## src/rtl/mbad_pkg.sv

```systemverilog
// package: shared types and constants for the main bus address decoder
`timescale 1ns / 1ps

package mbad_pkg;

    // target codes
    localparam logic [3:0] TGT_ROM    = 4'd0;
    localparam logic [3:0] TGT_TILE   = 4'd1;
    localparam logic [3:0] TGT_TEXT   = 4'd2;
    localparam logic [3:0] TGT_SPRITE = 4'd3;
    localparam logic [3:0] TGT_PAL    = 4'd4;
    localparam logic [3:0] TGT_PPI    = 4'd5;
    localparam logic [3:0] TGT_PORT0  = 4'd6;
    localparam logic [3:0] TGT_PORT1  = 4'd7;
    localparam logic [3:0] TGT_PORT2  = 4'd8;
    localparam logic [3:0] TGT_WRAM   = 4'd9;
    localparam logic [3:0] TGT_CONST  = 4'd10;

    // access kinds
    localparam logic CMD_READ  = 1'b0;
    localparam logic CMD_WRITE = 1'b1;

    // configuration register indexes
    localparam logic REG_DIP_A = 1'b0;
    localparam logic REG_DIP_B = 1'b1;

    // configuration reset values
    localparam logic [7:0] DIP_A_RESET = 8'hFF;
    localparam logic [7:0] DIP_B_RESET = 8'hFC;

    // constant read values
    localparam logic [15:0] CONST_OPEN_BUS = 16'hFFFF;
    localparam logic [15:0] CONST_BYTE_FF  = 16'h00FF;

    // work ram word that fires the sound latch
    localparam logic [12:0] LATCH_WORD = 13'h038;

    // input word
    typedef struct packed {
        logic        cmd;
        logic [23:0] bus_address;
    } access_t;

    // result word
    typedef struct packed {
        logic [3:0]  target;
        logic [16:0] word_offset;
        logic [15:0] constant_data;
        logic        latch_strobe;
    } result_t;

    // dip switch settings
    typedef struct packed {
        logic [7:0] dip_a;
        logic [7:0] dip_b;
    } dip_cfg_t;

endpackage

```

## src/rtl/mbad_cfg_regs.sv

```systemverilog
// module: dip switch configuration registers
`timescale 1ns / 1ps

module mbad_cfg_regs (
    input  logic                aclk,
    input  logic                aresetn,
    input  logic                cfg_we,
    input  logic                cfg_index,
    input  logic [7:0]          cfg_wdata,
    output mbad_pkg::dip_cfg_t  dip_cfg
);

    logic [7:0] dip_a_reg;
    logic [7:0] dip_b_reg;

    // register writes
    always_ff @(posedge aclk) begin
        if (!aresetn) begin
            dip_a_reg <= mbad_pkg::DIP_A_RESET;
            dip_b_reg <= mbad_pkg::DIP_B_RESET;
        end else if (cfg_we) begin
            case (cfg_index)
                mbad_pkg::REG_DIP_A: dip_a_reg <= cfg_wdata;
                mbad_pkg::REG_DIP_B: dip_b_reg <= cfg_wdata;
                default: ;
            endcase
        end
    end

    assign dip_cfg.dip_a = dip_a_reg;
    assign dip_cfg.dip_b = dip_b_reg;

endmodule

```

## src/rtl/mbad_decode.sv

```systemverilog
// module: combinational address map decode of one bus access
`timescale 1ns / 1ps

module mbad_decode (
    input  mbad_pkg::access_t   access,
    input  mbad_pkg::dip_cfg_t  dip_cfg,
    output mbad_pkg::result_t   result
);

    logic        wr;
    logic [23:0] a;
    logic [12:0] wram_off;

    assign wr       = (access.cmd == mbad_pkg::CMD_WRITE);
    assign a        = access.bus_address;
    assign wram_off = a[13:1];

    // region decode
    always_comb begin
        result.target        = mbad_pkg::TGT_CONST;
        result.word_offset   = '0;
        result.constant_data = wr ? 16'h0000 : mbad_pkg::CONST_OPEN_BUS;
        result.latch_strobe  = 1'b0;
        case (a[23:22])
            // program rom, writes ignored
            2'b00: begin
                if (!wr) begin
                    result.target        = mbad_pkg::TGT_ROM;
                    result.word_offset   = a[17:1];
                    result.constant_data = '0;
                end
            end
            // tile, text and sprite
            2'b01: begin
                if (a[18:16] == 3'b000) begin
                    result.target      = mbad_pkg::TGT_TILE;
                    result.word_offset = {3'b000, a[14:1]};
                end else if (a[18:16] == 3'b001) begin
                    result.target      = mbad_pkg::TGT_TEXT;
                    result.word_offset = {6'b000000, a[11:1]};
                end else if (a[18]) begin
                    result.target      = mbad_pkg::TGT_SPRITE;
                    result.word_offset = {7'b0000000, a[10:1]};
                end
                if (result.target != mbad_pkg::TGT_CONST) begin
                    result.constant_data = '0;
                end
            end
            // palette
            2'b10: begin
                if (a[19:18] == 2'b01) begin
                    result.target        = mbad_pkg::TGT_PAL;
                    result.word_offset   = {6'b000000, a[11:1]};
                    result.constant_data = '0;
                end
            end
            // tile, text, io area and work ram
            default: begin
                if (a[18:16] == 3'b000) begin
                    result.target        = mbad_pkg::TGT_TILE;
                    result.word_offset   = {3'b000, a[14:1]};
                    result.constant_data = '0;
                end else if (a[18:16] == 3'b001) begin
                    result.target        = mbad_pkg::TGT_TEXT;
                    result.word_offset   = {6'b000000, a[11:1]};
                    result.constant_data = '0;
                end else if (a[18:16] == 3'b111) begin
                    result.target        = mbad_pkg::TGT_WRAM;
                    result.word_offset   = {4'b0000, wram_off};
                    result.constant_data = '0;
                    result.latch_strobe  = wr && (wram_off == mbad_pkg::LATCH_WORD);
                end else if (a[18:17] == 2'b10) begin
                    // io area
                    if (a[13:12] == 2'b00) begin
                        result.target        = mbad_pkg::TGT_PPI;
                        result.word_offset   = {15'd0, a[2:1]};
                        result.constant_data = '0;
                    end else if (!wr) begin
                        case (a[13:12])
                            2'b01: begin
                                result.constant_data = '0;
                                case (a[2:1])
                                    2'b00: result.target = mbad_pkg::TGT_PORT0;
                                    2'b01: result.target = mbad_pkg::TGT_PORT1;
                                    2'b11: result.target = mbad_pkg::TGT_PORT2;
                                    default: result.constant_data = mbad_pkg::CONST_BYTE_FF;
                                endcase
                            end
                            2'b10: begin
                                result.constant_data = a[1] ? {8'h00, dip_cfg.dip_b}
                                                            : {8'h00, dip_cfg.dip_a};
                            end
                            default: result.constant_data = mbad_pkg::CONST_OPEN_BUS;
                        endcase
                    end
                end
            end
        endcase
    end

endmodule

```

## src/rtl/main_bus_address_decoder_unit.sv

```systemverilog
// top level: main bus address decoder with input and result registers
//
//  channel   direction  handshake          word
//  s_        in         s_valid / s_ready  mbad_pkg::access_t (cmd, bus_address)
//  m_        out        m_valid / m_ready  mbad_pkg::result_t (target .. latch_strobe)
//  cfg_      in         cfg_we             cfg_index, cfg_wdata (dip switches)
//
// an accepted word is held in the input register, decoded, then loaded into the result register
// one word a cycle sustained while m_ready stays high, with a single decode pass between the two registers
// a stalled m_ready holds the result; s_ready drops only when both registers are full
// and m_ready is low
// synchronous active-low reset empties both stages and loads the dip switch defaults
`timescale 1ns / 1ps

module main_bus_address_decoder_unit (
    input  logic                aclk,
    input  logic                aresetn,
    input  logic                s_valid,
    output logic                s_ready,
    input  mbad_pkg::access_t   s_data,
    output logic                m_valid,
    input  logic                m_ready,
    output mbad_pkg::result_t   m_data,
    input  logic                cfg_we,
    input  logic                cfg_index,
    input  logic [7:0]          cfg_wdata
);

    logic               in_valid_reg;
    mbad_pkg::access_t  in_word_reg;
    logic               out_valid_reg;
    mbad_pkg::result_t  out_word_reg;
    mbad_pkg::dip_cfg_t dip_cfg;
    mbad_pkg::result_t  decoded;
    logic               out_load;

    mbad_cfg_regs u_cfg (
        .aclk      (aclk),
        .aresetn   (aresetn),
        .cfg_we    (cfg_we),
        .cfg_index (cfg_index),
        .cfg_wdata (cfg_wdata),
        .dip_cfg   (dip_cfg)
    );

    mbad_decode u_decode (
        .access  (in_word_reg),
        .dip_cfg (dip_cfg),
        .result  (decoded)
    );

    // pipeline advance
    assign out_load = !out_valid_reg || m_ready;
    assign s_ready  = !in_valid_reg || out_load;

    // input stage
    always_ff @(posedge aclk) begin
        if (!aresetn) begin
            in_valid_reg <= 1'b0;
        end else if (s_ready) begin
            in_valid_reg <= s_valid;
        end
        if (s_ready && s_valid) begin
            in_word_reg <= s_data;
        end
    end

    // result stage
    always_ff @(posedge aclk) begin
        if (!aresetn) begin
            out_valid_reg <= 1'b0;
        end else if (out_load) begin
            out_valid_reg <= in_valid_reg;
        end
        if (out_load && in_valid_reg) begin
            out_word_reg <= decoded;
        end
    end

    assign m_valid = out_valid_reg;
    assign m_data  = out_word_reg;

endmodule

```

## config.mk

```make
export PLATFORM = sky130hd
export DESIGN_NAME = main_bus_address_decoder_unit
export DESIGN_NICKNAME = d
export VERILOG_FILES = /design/src/rtl/mbad_pkg.sv /design/src/rtl/mbad_cfg_regs.sv /design/src/rtl/mbad_decode.sv /design/src/rtl/main_bus_address_decoder_unit.sv
export SDC_FILE = /design/constraint.sdc
export NUM_CORES = 1
export LEC_CHECK = 0
export BUFFER_PORTS_ARGS = -buffer_cell sky130_fd_sc_hd__buf_2
export CAP_MARGIN = 25
export CORE_MARGIN = 1
export CORE_UTILIZATION = 45
export CTS_BUF_LIST = sky130_fd_sc_hd__clkbuf_8 sky130_fd_sc_hd__clkbuf_16
export DETAILED_ROUTE_END_ITERATION = 8
export GPL_TIMING_DRIVEN = 0
export PLACE_DENSITY = 0.69
export SYNTH_ARGS = -nofsm -noshare
export SYNTH_HDL_FRONTEND = slang
export SYNTH_SLANG_ARGS = --single-unit
```

## constraint.sdc

```tcl
create_clock -name aclk -period 2.3 [get_ports aclk]
set_clock_uncertainty 0.05 [all_clocks]
set_input_delay 0 -clock aclk [delete_from_list [all_inputs] [get_ports aclk]]
set_output_delay 0 -clock aclk [all_outputs]
set_load 0.1 [all_outputs]
```

After elaboration in Yosys (flattened, before gate mapping)

Cells that the tools add are included.

Order comparisons: 0
Reductions and logical operators: 15
Bitwise logic cells: 2
Eq/ne operators: 12
Multipliers: 0
Multiplexer cells: 23
Divide/modulo/power cells: 0
Shift operators: 0
$add $sub $neg: 0

Operators by type and width:

| cell                | count |
|---|---|
| $mux 37             | 6 |
| $pmux 37 s3         | 1 |
| $mux 21             | 4 |
| $mux 16             | 4 |
| $pmux 16 s2         | 1 |
| $mux 8              | 2 |
| $eq 13x6->1 const B | 1 |
| $mux 4              | 3 |
| $pmux 4 s3          | 1 |
| $eq 2x1->1 const B  | 4 |
| $eq 2x2->1 const B  | 4 |
| $logic_not 2->1     | 3 |
| $reduce_or 6->1     | 1 |
| $ne 4x4->1 const B  | 1 |
| $reduce_and 2->1    | 2 |
| $eq 3x1->1 const B  | 1 |
| $eq 3x3->1 const B  | 1 |
| $logic_and 1x1->1   | 3 |
| $logic_not 3->1     | 1 |
| $reduce_or 3->1     | 1 |
| $logic_not 1->1     | 2 |
| $logic_or 1x1->1    | 2 |
| $mux 2              | 1 |
| $not 1->1           | 2 |

Bits in read-only memories: 0
Output and inout port bits: 40
Word-level logic and storage cells: 62
Memories kept: 0
Bits in writable memories: 0
Bits in latches: 0
Register bits: 81

Longest topological paths before layout

Gate-level depths: netlist (run 1).

Word-level depth: 11
Depth in mapped cells: 6
Mapped depth without buffers: 5

Modules after synthesis

A second synthesis (run 1) with hierarchy kept.

Cell total of the unflattened synthesis: 265
Area, all modules: 3,514.6 µm²

By module, submodules not included:

| module                        | cells each | area each (µm²) | times used |
|---|---|---|---|
| main_bus_address_decoder_unit | 72         | 1,995.7         | 1 |
| mbad_decode                   | 120        | 802.0           | 1 |
| mbad_cfg_regs                 | 73         | 716.9           | 1 |

Worst setup path before layout (run 1)

No wires, ideal clock.

Path type: reg2reg
Start point: reg out_valid_reg, in the netlist m_valid
End point: reg in_word_reg[10] (netlist name) (enable)
Setup time: 0.351 ns
Path buffers: 0
Clock period less this slack: 2.887 ns
Stages on the path, launching flop included: 4
Setup slack: -0.587 ns
Arrival time: 2.486 ns
Path through: dfxtp_1 nor2b_1 nand2_1 and2_1

Longest elaborated chain between the ends: 4

Ends and longest elaborated chain:

| what                   | line                                | RTL |
|---|---|---|
| from (decl)            | main_bus_address_decoder_unit.sv:31 | `logic out_valid_reg;` |
| from (signal assigned) | main_bus_address_decoder_unit.sv:73 | `out_valid_reg <= in_valid_reg;` |
| $logic_not 1->1        | main_bus_address_decoder_unit.sv:53 | `assign out_load = !out_valid_reg \|\| m_ready;` |
| $logic_or 1x1->1       | main_bus_address_decoder_unit.sv:53 |  |
| $logic_or 1x1->1       | main_bus_address_decoder_unit.sv:54 | `assign s_ready = !in_valid_reg \|\| out_load;` |
| named net s_ready      | main_bus_address_decoder_unit.sv:19 | `output logic s_ready,` |
| $logic_and 1x1->1      | main_bus_address_decoder_unit.sv:63 | `if (s_ready && s_valid) begin` |
| to (signal assigned)   | main_bus_address_decoder_unit.sv:64 | `in_word_reg <= s_data;` |
| to (decl)              | main_bus_address_decoder_unit.sv:30 | `mbad_pkg::access_t in_word_reg;` |

The timed path passes the listed nets, and every way through them passes these cells.
A chain may end at the register's enable or synchronous reset.

Worst setup path after layout (run 1)

Start point: reg out_valid_reg, in the netlist m_valid
End point: reg in_valid_reg

Longest elaborated chain between the ends: 3

Ends and longest elaborated chain:

| what                 | line                                | RTL |
|---|---|---|
| $logic_not 1->1      | main_bus_address_decoder_unit.sv:53 |  |
| $logic_or 1x1->1     | main_bus_address_decoder_unit.sv:53 |  |
| $logic_or 1x1->1     | main_bus_address_decoder_unit.sv:54 |  |
| to (signal assigned) | main_bus_address_decoder_unit.sv:61 | `in_valid_reg <= s_valid;` |
| to (decl)            | main_bus_address_decoder_unit.sv:29 | `logic in_valid_reg;` |

No other way between the ends.

==> flow_summary.json, run 1 <==
{
  "fmax_mhz": 465,
  "synth_compound_area_frac": 0.101,
  "n_antenna_cell": 0,
  "cts_max_level": 3,
  "hold_ws_ns": 0.132,
  "drc": 0,
  "wl_per_cell_microns": 13.9,
  "finalHoldViolCount": 0,
  "dpl.hpwl_microns": 4300,
  "die_w_microns": 86.5,
  "finish.instance_area_sq_um": 4300,
  "worst_pin_slew_ns": 0.973,
  "nFillCells": 561,
  "clock_latency_ns": 0.35,
  "synthSimpleGateAreaFrac": 0.185,
  "synth_top_family_by_area": "simple AND/OR/NAND/NOR gates",
  "worstPathRequired_ns": 2.55,
  "clockBufferDepth": 2,
  "synth_cell_types": 49,
  "relSlewSlack": 0.351,
  "cts_tree": "built",
  "post_cts_resized": 0,
  "multiInputGateArea_sq_um": 1120,
  "grt_pass1_wl_microns": 10900,
  "seqCellArea_sq_um": 1950,
  "largest_reg_flops": 31,
  "grt_use_total": 0.198,
  "drive_gt1_frac": 0.310,
  "powerDensity_nw_per_um2": 732,
  "synth-adder-area-share": 0.0273,
  "final_nets": 434,
  "synthCells": 265,
  "status": "completed",
  "critPathArrivalTime_ns": 2.40,
  "path_cells": "nor2b_1 > a21oi_1 > dlygate4sd3_1 > nor2b_1 > dlygate4sd3_1",
  "die_h_microns": 86.5,
  "async_flop_share": 0,
  "worstReg2RegStart": "m_valid",
  "grt.overflow.total": 0,
  "initial_utilization": 0.470,
  "final.setup.tns_ns": 0,
  "synthMuxAreaShare": 0.0315,
  "synth_ff_type": "edfxtp_1",
  "cts_buffers": 9,
  "ys_ff_latch": 71,
  "setup-violations-final": 0,
  "io_pins": 79,
  "setup_slack_ns": 0.149,
  "synthesis.nets": 311,
  "area_growth_pct": 33.7,
  "fin_crit_sh": 0.935,
  "core.rowCount": 30,
  "dpl_worst_slack_ns": 0.302,
  "critPathMaxStageDelay_ns": 0.58,
  "endpoint_kind": "register",
  "drt_iter0_drc": 157,
  "critPathKind": "reg2reg",
  "synth_warnings": 0,
  "gp_congestion": 0.827,
  "rsz0062_at_grt": "no",
  "synth_xor_area_frac": 0,
  "vias": 2486,
  "clock_tree.root_cell": "clkbuf_8",
  "cap_violations": 0,
  "portBuffers": 74,
  "dieArea_sq_um": 7480,
  "worstSetupStartpointType": "register",
  "core_sq_um": 6830,
  "hold_class": "in2reg",
  "crit_fanout": 4,
  "dr.pass1.iters": 4,
  "drtAntennaViolNets": 0,
  "clkSlewWorstSetupHoldPaths_ns": 0.08,
  "antenna_found_initial": 0,
  "ys_seq_area_frac": 0.607,
  "cp-startpoint": "m_valid",
  "grt_start_max_net_pins": 32,
  "cp_slowest_cell": "dlygate4sd3_1",
  "min_period_ns": 2.15,
  "avgSynthCellArea_sq_um": 12.1,
  "grt_pass1_vias": 2288,
  "leakage_nw": 1.72,
  "synth_edf_count": 53,
  "vias_per_cell": 5.08,
  "drt-total-wl_microns": 6780,
  "vdd_ir_drop_max_mv": 0.531,
  "finalMaxSlewViolations": 0,
  "min-delay-start": "cfg_index",
  "clock_sinks": 71,
  "p_total_mw": 3.15,
  "synth_area_sq_um": 3210,
  "placed_area_sq_um": 3710
}
Yosys cell counts (all sizes together) (3+ instances only):
cell type | number | area, sq um
a211oi | 8 | 60.1
a21boi | 4 | 30.0
a21oi | 6 | 30.0
and2 | 8 | 50.1
buf | 15 | 103
clkbuf | 7 | 27.5
dfxtp | 18 | 360
edfxtp | 53 | 1590
ha | 7 | 87.6
inv | 6 | 22.5
mux2 | 9 | 101
nand2 | 38 | 143
nand2b | 3 | 26.3
nand3 | 16 | 80.1
nor2 | 4 | 15.0
nor2b | 10 | 62.6
nor3b | 15 | 113
o22ai | 8 | 50.1
cells in the final DEF, fill, tap and decap left out, types with 2 or more instances in the layout:
cell	instances
a211oi_1	8
and2_1	8
nor4_1	2
edfxtp_1	53
inv_1	6
buf_6	2
buf_4	7
clkbuf_8	9
a21oi_1	6
clkinvlp_4	2
nand2b_1	2
clkbuf_1	6
nand2_1	38
ha_1	7
inv_6	2
mux2_2	9
a21boi_0	4
dlygate4sd3_1	38
nor3b_1	15
nand3_1	16
buf_2	78
and3b_1	2
o21a_1	2
nor2_1	4
o22ai_1	8
nor2b_1	9
clkinv_4	2
nand4_1	2
buf_1	2
dfxtp_1	17
path summary, 6_finish.rpt:
path                         to  slack [ns]  cells after the start
min          u_cfg.dip_b_reg[2]        0.13                      4
min reg2reg  u_cfg.dip_a_reg[4]        0.42                      2
max reg2reg        in_valid_reg        0.15                      5
max                in_valid_reg        0.15                      5
report_power, final:
group	switching [mW]	total, mW	leakage (nW)	internal (mW)
combinational	0.447	0.632	0.968	0.185
clock	0.505	1.02	0.0964	0.511
sequential	0.0353	1.50	0.654	1.46
final cells by class:
type / count / area share
clock buffers: 9 / 0.0288
clock inverters: 7 / 0.0186
plain buffers: 22 / 0.0303
well taps: 96 / 0.0280
flip-flops and latches: 71 / 0.455
repair buffers: 112 / 0.175
inverters: 6 / 0.00524
multi-input cells: 166 / 0.260
routing by layer:
layer  global-route usage  vias up  wire length [microns]
met5                    0        -                      0
met4                0.102        0                    166
met3               0.0486       17                    359
met2                0.314       93                   3170
met1                0.253     1158                   3080
li1                     -     1218                      -
kinds of logic (layout without fill, tap and decap cells):
family          count (synthesis)  count (layout)
mux                             9               9
flops                          71              71
simple gates                  108             108
compound gates                 42              42
fa+ha+maj                       7               7
buf+inv                        28             156
critical path: cells and delay by family (launching register included):
kind            cells  cell delay [ns]
flops               1             0.33
compound gates      1             0.14
buf+inv             2             1.13
simple gates        2             0.45
per-stage QoR:
| step | cells | util |
|---|---|---|
| finish | 489 | 0.629 |
| global route | 489 | 0.629 |
| CTS | 489 | 0.629 |
| detailed placement | 435 | 0.543 |
| global placement | 435 | 0.542 |
| floorplan | 265 | - |
timing repair:
action,in CTS,in global routing
endpoints found under the hold margin,40,0
hold buffers,38,0
setup buffers,0,0
Power figures use the tool's default switching activity.
==> run 2, diff against run 1 <==
--- a/config.mk
+++ b/config.mk
@@ -12,7 +12,7 @@
 export CTS_BUF_LIST = sky130_fd_sc_hd__clkbuf_8 sky130_fd_sc_hd__clkbuf_16
 export DETAILED_ROUTE_END_ITERATION = 8
 export GPL_TIMING_DRIVEN = 0
-export PLACE_DENSITY = 0.69
+export PLACE_DENSITY = 0.66
 export SYNTH_ARGS = -nofsm -noshare
 export SYNTH_HDL_FRONTEND = slang
 export SYNTH_SLANG_ARGS = --single-unit
==> constraint.sdc (replaced) <==
create_clock -name aclk -period 2.4 [get_ports aclk]
set_clock_uncertainty 0.05 [all_clocks]
set_input_delay 0 -clock aclk [delete_from_list [all_inputs] [get_ports aclk]]
set_output_delay 0 -clock aclk [all_outputs]
set_load 0.1 [all_outputs]
==> run 2 against run 1 <==
  * Design area fell by 1.2%
  * Clock power fell by 17%
  * Sequential power fell by 5%
  * Total power fell by 8.4%
  * Fmax rose by 2.4%
  * Clock-buffer cell count did not move
==> flow_summary.json, run 2 (synthesis gave the netlist of run 1 again) <==
{
  "worstReg2RegStart": "in_word_reg[22]",
  "grt_pass1_wl_microns": 10700,
  "cp_slowest_cell": "a2111oi_4",
  "relSlewSlack": 0.364,
  "seqCellArea_sq_um": 1950,
  "vias": 2488,
  "hold_class": "in2reg",
  "powerDensity_nw_per_um2": 679,
  "drt-total-wl_microns": 6720,
  "layout.cells.most_common": "buf_2",
  "drc": 0,
  "grt_use_total": 0.192,
  "clkSlewWorstSetupHoldPaths_ns": 0.08,
  "p_total_mw": 2.88,
  "core_sq_um": 6830,
  "largest_reg_flops": 31,
  "n_antenna_cell": 0,
  "die_h_microns": 86.5,
  "min_period_ns": 2.10,
  "area_growth_pct": 32.1,
  "cts_max_level": 3,
  "power_frac_comb": 0.209,
  "critPathArrivalTime_ns": 2.11,
  "p_clk_frac": 0.293,
  "holdPathEnd": "u_cfg.dip_b_reg[1]",
  "p_int_mw": 1.95,
  "layout_common_cells": "78 x buf_2, 53 x edfxtp_1, 38 x nand2_1, 36 x dlygate4sd3_1, 17 x dfxtp_1",
  "clock_sinks": 71,
  "worstPathRequired_ns": 2.41,
  "critPathMaxStageDelay_ns": 0.72,
  "min_path_cells": 4,
  "portBuffers": 74,
  "leakage_nw": 1.69,
  "gp_congestion": 0.803,
  "setup-violations-final": 0,
  "io_pins": 79,
  "dieArea_sq_um": 7480,
  "dpl_worst_slack_ns": 0.345,
  "min-delay-start": "cfg_index",
  "grt_pass1_vias": 2248,
  "rsz0062_at_grt": "no",
  "core.rowCount": 30,
  "finalHoldViolCount": 0,
  "clock_tree.root_cell": "clkbuf_8",
  "hold_ws_ns": 0.136,
  "final_nets": 432,
  "multiInputGateArea_sq_um": 1120,
  "cts_tree": "built",
  "finalMaxSlewViolations": 0,
  "wl_per_cell_microns": 13.8,
  "crit_fanout": 10,
  "vias_per_cell": 5.11,
  "path_cells": "inv_1 > ha_1 > nor2b_1 > a2111oi_4 > nor3b_1",
  "post_cts_resized": 0,
  "dr.pass1.iters": 4,
  "endpoint_kind": "register",
  "dp_cells": 435,
  "switching_share": 0.323,
  "status": "completed",
  "initial_utilization": 0.470,
  "grt.overflow.total": 0,
  "vdd_ir_drop_max_mv": 0.353,
  "clockBufferDepth": 2,
  "worstSetupStartpointType": "register",
  "drive_gt1_frac": 0.312,
  "grt_start_max_net_pins": 32,
  "drtAntennaViolNets": 0,
  "p_seq_frac": 0.498,
  "critPathKind": "reg2reg",
  "clock_latency_ns": 0.35,
  "die_w_microns": 86.5,
  "regToRegSetupSlack_ns": 0.30,
  "antenna_found_initial": 0,
  "cap_violations": 0,
  "r2r_end": "m_data[17]",
  "switching_power_mw": 0.932,
  "setup_slack_ns": 0.301,
  "worst_pin_slew_ns": 0.954,
  "nFillCells": 591,
  "fmax_mhz": 476,
  "r2r_cells": 5,
  "drt_iter0_drc": 161,
  "cts_buffers": 9,
  "layout.cells.non_filler": 487,
  "fin_crit_sh": 0.875,
  "dpl.hpwl_microns": 4430
}
[run 2: cell types whose count changed in the layout (fill, tap and decap cells not counted)]
cell	change
bufinv_16	-1
clkinv_2	+2
clkinv_4	-2
clkinvlp_4	+2
dlygate4sd3_1	-2
inv_6	-1
[run 2: cell type report]
| class | count | share of cell area |
|---|---|---|
| timing repair buffer | 110 | 0.172 |
| buffer | 22 | 0.0307 |
| multi-input combinational | 166 | 0.263 |
| inverter | 6 | 0.00531 |
| clock buffer | 9 | 0.0292 |
| sequential | 71 | 0.460 |
| tap | 96 | 0.0283 |
| clock inverter | 7 | 0.0115 |
[run 2: how the worst max path moves through the flow]
stage	end	slack, ns	cells after the start	startpoint
6_report	m_data[17]	0.30	5	in_word_reg[22]
5_1_grt	m_data[18]	0.17	5	in_word_reg[22]
4_1_cts	m_data[18]	0.34	5	in_word_reg[22]
3_5_place_dp	m_data[18]	0.34	5	in_word_reg[22]
3_3_place_gp	m_data[29]	-0.60	2	m_valid
2_1_floorplan	m_data[0]	-0.20	2	m_valid
[run 2: critical path: cells and delay by family (launching register included)]
family / cells / cell delay (ns)
AO/OA/AOI/OAI: 1 / 0.72
AND/OR/NAND/NOR: 2 / 0.33
buffers and inverters: 1 / 0.08
flip-flops: 1 / 0.39
adder cells (fa/ha/maj): 1 / 0.25
[run 2: per-stage QoR]
step	TNS (ns)	util	instance area (sq um)
after floorplan	-10.19	-	3210
after global placement	-18.42	0.542	3700
after detailed placement	0	0.543	3710
after CTS	0	0.621	4250
after global routing	0	0.621	4250
final	0	0.621	4250
[run 2: timing repair]
item / in CTS / in global routing
hold buffers: 36 / 0
buffers inserted: 0 / 0
hold endpoints to repair: 40 / 0
[run 2: power by group through the flow]
stage	sequential [mW]	clock (mW)	combinational, mW
after global routing	1.44	0.910	0.639
after floorplan	1.67	0	0.229
after global placement	1.46	0	0.549
final	1.43	0.844	0.603
after CTS	1.43	0.862	0.603
after detailed placement	1.46	0	0.557
[run 2: metal layers]
metal | part of all wire | wire length [microns] | track usage
met3 | 0.064 | 429 | 0.0429
met2 | 0.47 | 3180 | 0.292
met4 | 0.022 | 145 | 0.0985
met1 | 0.44 | 2970 | 0.259
met5 | 0 | 0 | 0
==> run 3, diff against run 2 <==
==> constraint.sdc (replaced) <==
create_clock -name aclk -period 2.4 [get_ports aclk]
set_clock_uncertainty 0.05 [all_clocks]
set_input_delay 0.12 -clock aclk [delete_from_list [all_inputs] [get_ports aclk]]
set_output_delay 0.12 -clock aclk [all_outputs]
set_load 0.1 [all_outputs]
==> run 3 against run 2 <==
  * Non-clock buffer count fell by 5
  * Hold slack got worse by 0.085 ns
  * Sequential share of layout area rose by 0.55 points
  * Cell count fell by 1.0%
  * Total power fell by 0.14%
  * Critical path type unchanged
  * Largest cell class unchanged
  * Largest power group unchanged
  * Highest routed layer unchanged
==> flow_summary.json, run 3 (synthesis gave the netlist of run 1 again) <==
{
  "dpl.hpwl_microns": 4430,
  "seqCellArea_sq_um": 1950,
  "critPathKind": "reg2reg",
  "clkSlewWorstSetupHoldPaths_ns": 0.08,
  "vias_per_cell": 5.16,
  "status": "completed",
  "finish.instance_area_sq_um": 4200,
  "setup_slack_ns": 0.337,
  "cts_tree": "built",
  "dr.pass1.iters": 4,
  "cap_violations": 0,
  "area_growth_pct": 30.6,
  "worst_pin_slew_ns": 0.956,
  "leakage_nw": 1.67,
  "fin_crit_sh": 0.860,
  "drt_iter0_drc": 165,
  "switching_power_mw": 0.934,
  "final.setup.tns_ns": 0,
  "dieArea_sq_um": 7480,
  "power_frac_comb": 0.207,
  "p_int_mw": 1.94,
  "placed_area_sq_um": 3710,
  "grt_pass1_vias": 2220,
  "vias": 2485,
  "gp_congestion": 0.803,
  "hold_class": "in2reg",
  "dpl_worst_slack_ns": 0.345,
  "cts_max_level": 3,
  "antenna_found_initial": 0,
  "io_pins": 79,
  "initial_utilization": 0.470,
  "grt.overflow.total": 0,
  "final_nets": 427,
  "grt_start_max_net_pins": 32,
  "worstPathRequired_ns": 2.41,
  "powerDensity_nw_per_um2": 686,
  "clock_tree.root_cell": "clkbuf_8",
  "crit_fanout": 10,
  "final_util": 0.614,
  "largest_reg_flops": 31,
  "worstSetupStartpointType": "register",
  "setup-violations-final": 0,
  "critPathArrivalTime_ns": 2.08,
  "die_h_microns": 86.5,
  "finalHoldViolCount": 0,
  "nFillCells": 599,
  "fmax_mhz": 485,
  "post_cts_resized": 0,
  "finalMaxSlewViolations": 0,
  "portBuffers": 74,
  "core_sq_um": 6830,
  "grt_use_total": 0.191,
  "vdd_ir_drop_max_mv": 0.352,
  "core.rowCount": 30,
  "drive_gt1_frac": 0.316,
  "drt-total-wl_microns": 6700,
  "drtAntennaViolNets": 0,
  "die_w_microns": 86.5,
  "switching_share": 0.325,
  "drc": 0,
  "p_clk_frac": 0.294,
  "min_period_ns": 2.06,
  "wl_per_cell_microns": 13.9,
  "p_seq_frac": 0.498,
  "clock_sinks": 71,
  "cts_buffers": 9,
  "n_antenna_cell": 0,
  "relSlewSlack": 0.362,
  "layout.cells.most_common": "buf_2",
  "p_total_mw": 2.88,
  "grt_pass1_wl_microns": 10600,
  "rsz0062_at_grt": "no",
  "endpoint_kind": "register",
  "multiInputGateArea_sq_um": 1120,
  "clockBufferDepth": 2,
  "layout_common_cells": "78 x buf_2, 53 x edfxtp_1, 38 x nand2_1, 31 x dlygate4sd3_1, 17 x dfxtp_1",
  "clock_latency_ns": 0.35
}
[run 3: cell types whose count changed in the layout (fill, tap and decap cells not counted), sizes merged]
cell	delta
dlygate4sd3	-5
[run 3: power by group through the flow]
stage | clock, mW | combinational (mW) | sequential (mW)
final | 0.847 | 0.596 | 1.43
after global placement | 0 | 0.549 | 1.46
after detailed placement | 0 | 0.557 | 1.46
after CTS | 0.862 | 0.596 | 1.43
after floorplan | 0 | 0.229 | 1.67
after global routing | 0.910 | 0.632 | 1.44
[run 3: timing repair]
| action | CTS | global route |
|---|---|---|
| hold buffers | 31 | 0 |
| endpoints found under the hold margin | 39 | 0 |
| buffers inserted | 0 | 0 |
[run 3: layout make-up]
type                       instances  share of cell area
buffer                            22              0.0310
clock buffer                       9              0.0295
clock inverter                     7              0.0116
inverter                           6             0.00537
multi-input combinational        166               0.266
sequential                        71               0.466
tap                               96              0.0286
timing repair buffer             105               0.162
[run 3: per-stage QoR]
step                std cells  hold WS (ns)
floorplan                 265         0.169
global placement          435         0.246
finish                    482        0.0514
detailed placement        435         0.248
CTS                       482        0.0549
global route              482        0.0877
[run 3: path summary, 6_finish.rpt]
kind / slack [ns] / start / depth (start not counted) / to
hold / removal: 0.05 / aresetn / 2 / u_cfg.dip_b_reg[3]
setup / recovery: 0.34 / in_word_reg[22] / 5 / m_data[17]
hold reg to reg: 0.41 / u_cfg.dip_a_reg[7] / 2 / u_cfg.dip_a_reg[7]
setup reg to reg: 0.34 / in_word_reg[22] / 5 / m_data[17]
[run 3: critical path: stages, from the launching register on]
cell and delay [ns]:
edfxtp_1 0.39, inv_1 0.08, ha_1 0.25, nor2b_1 0.18
a2111oi_4 0.68, nor3b_1 0.15
[run 3: routing by layer]
layer  up-vias  part of all wire  track usage
li1       1204                 -            -
met1      1167              0.44        0.259
met2        95              0.47        0.289
met3        19             0.059       0.0429
met4         0             0.026       0.0985
met5         -                 0            0
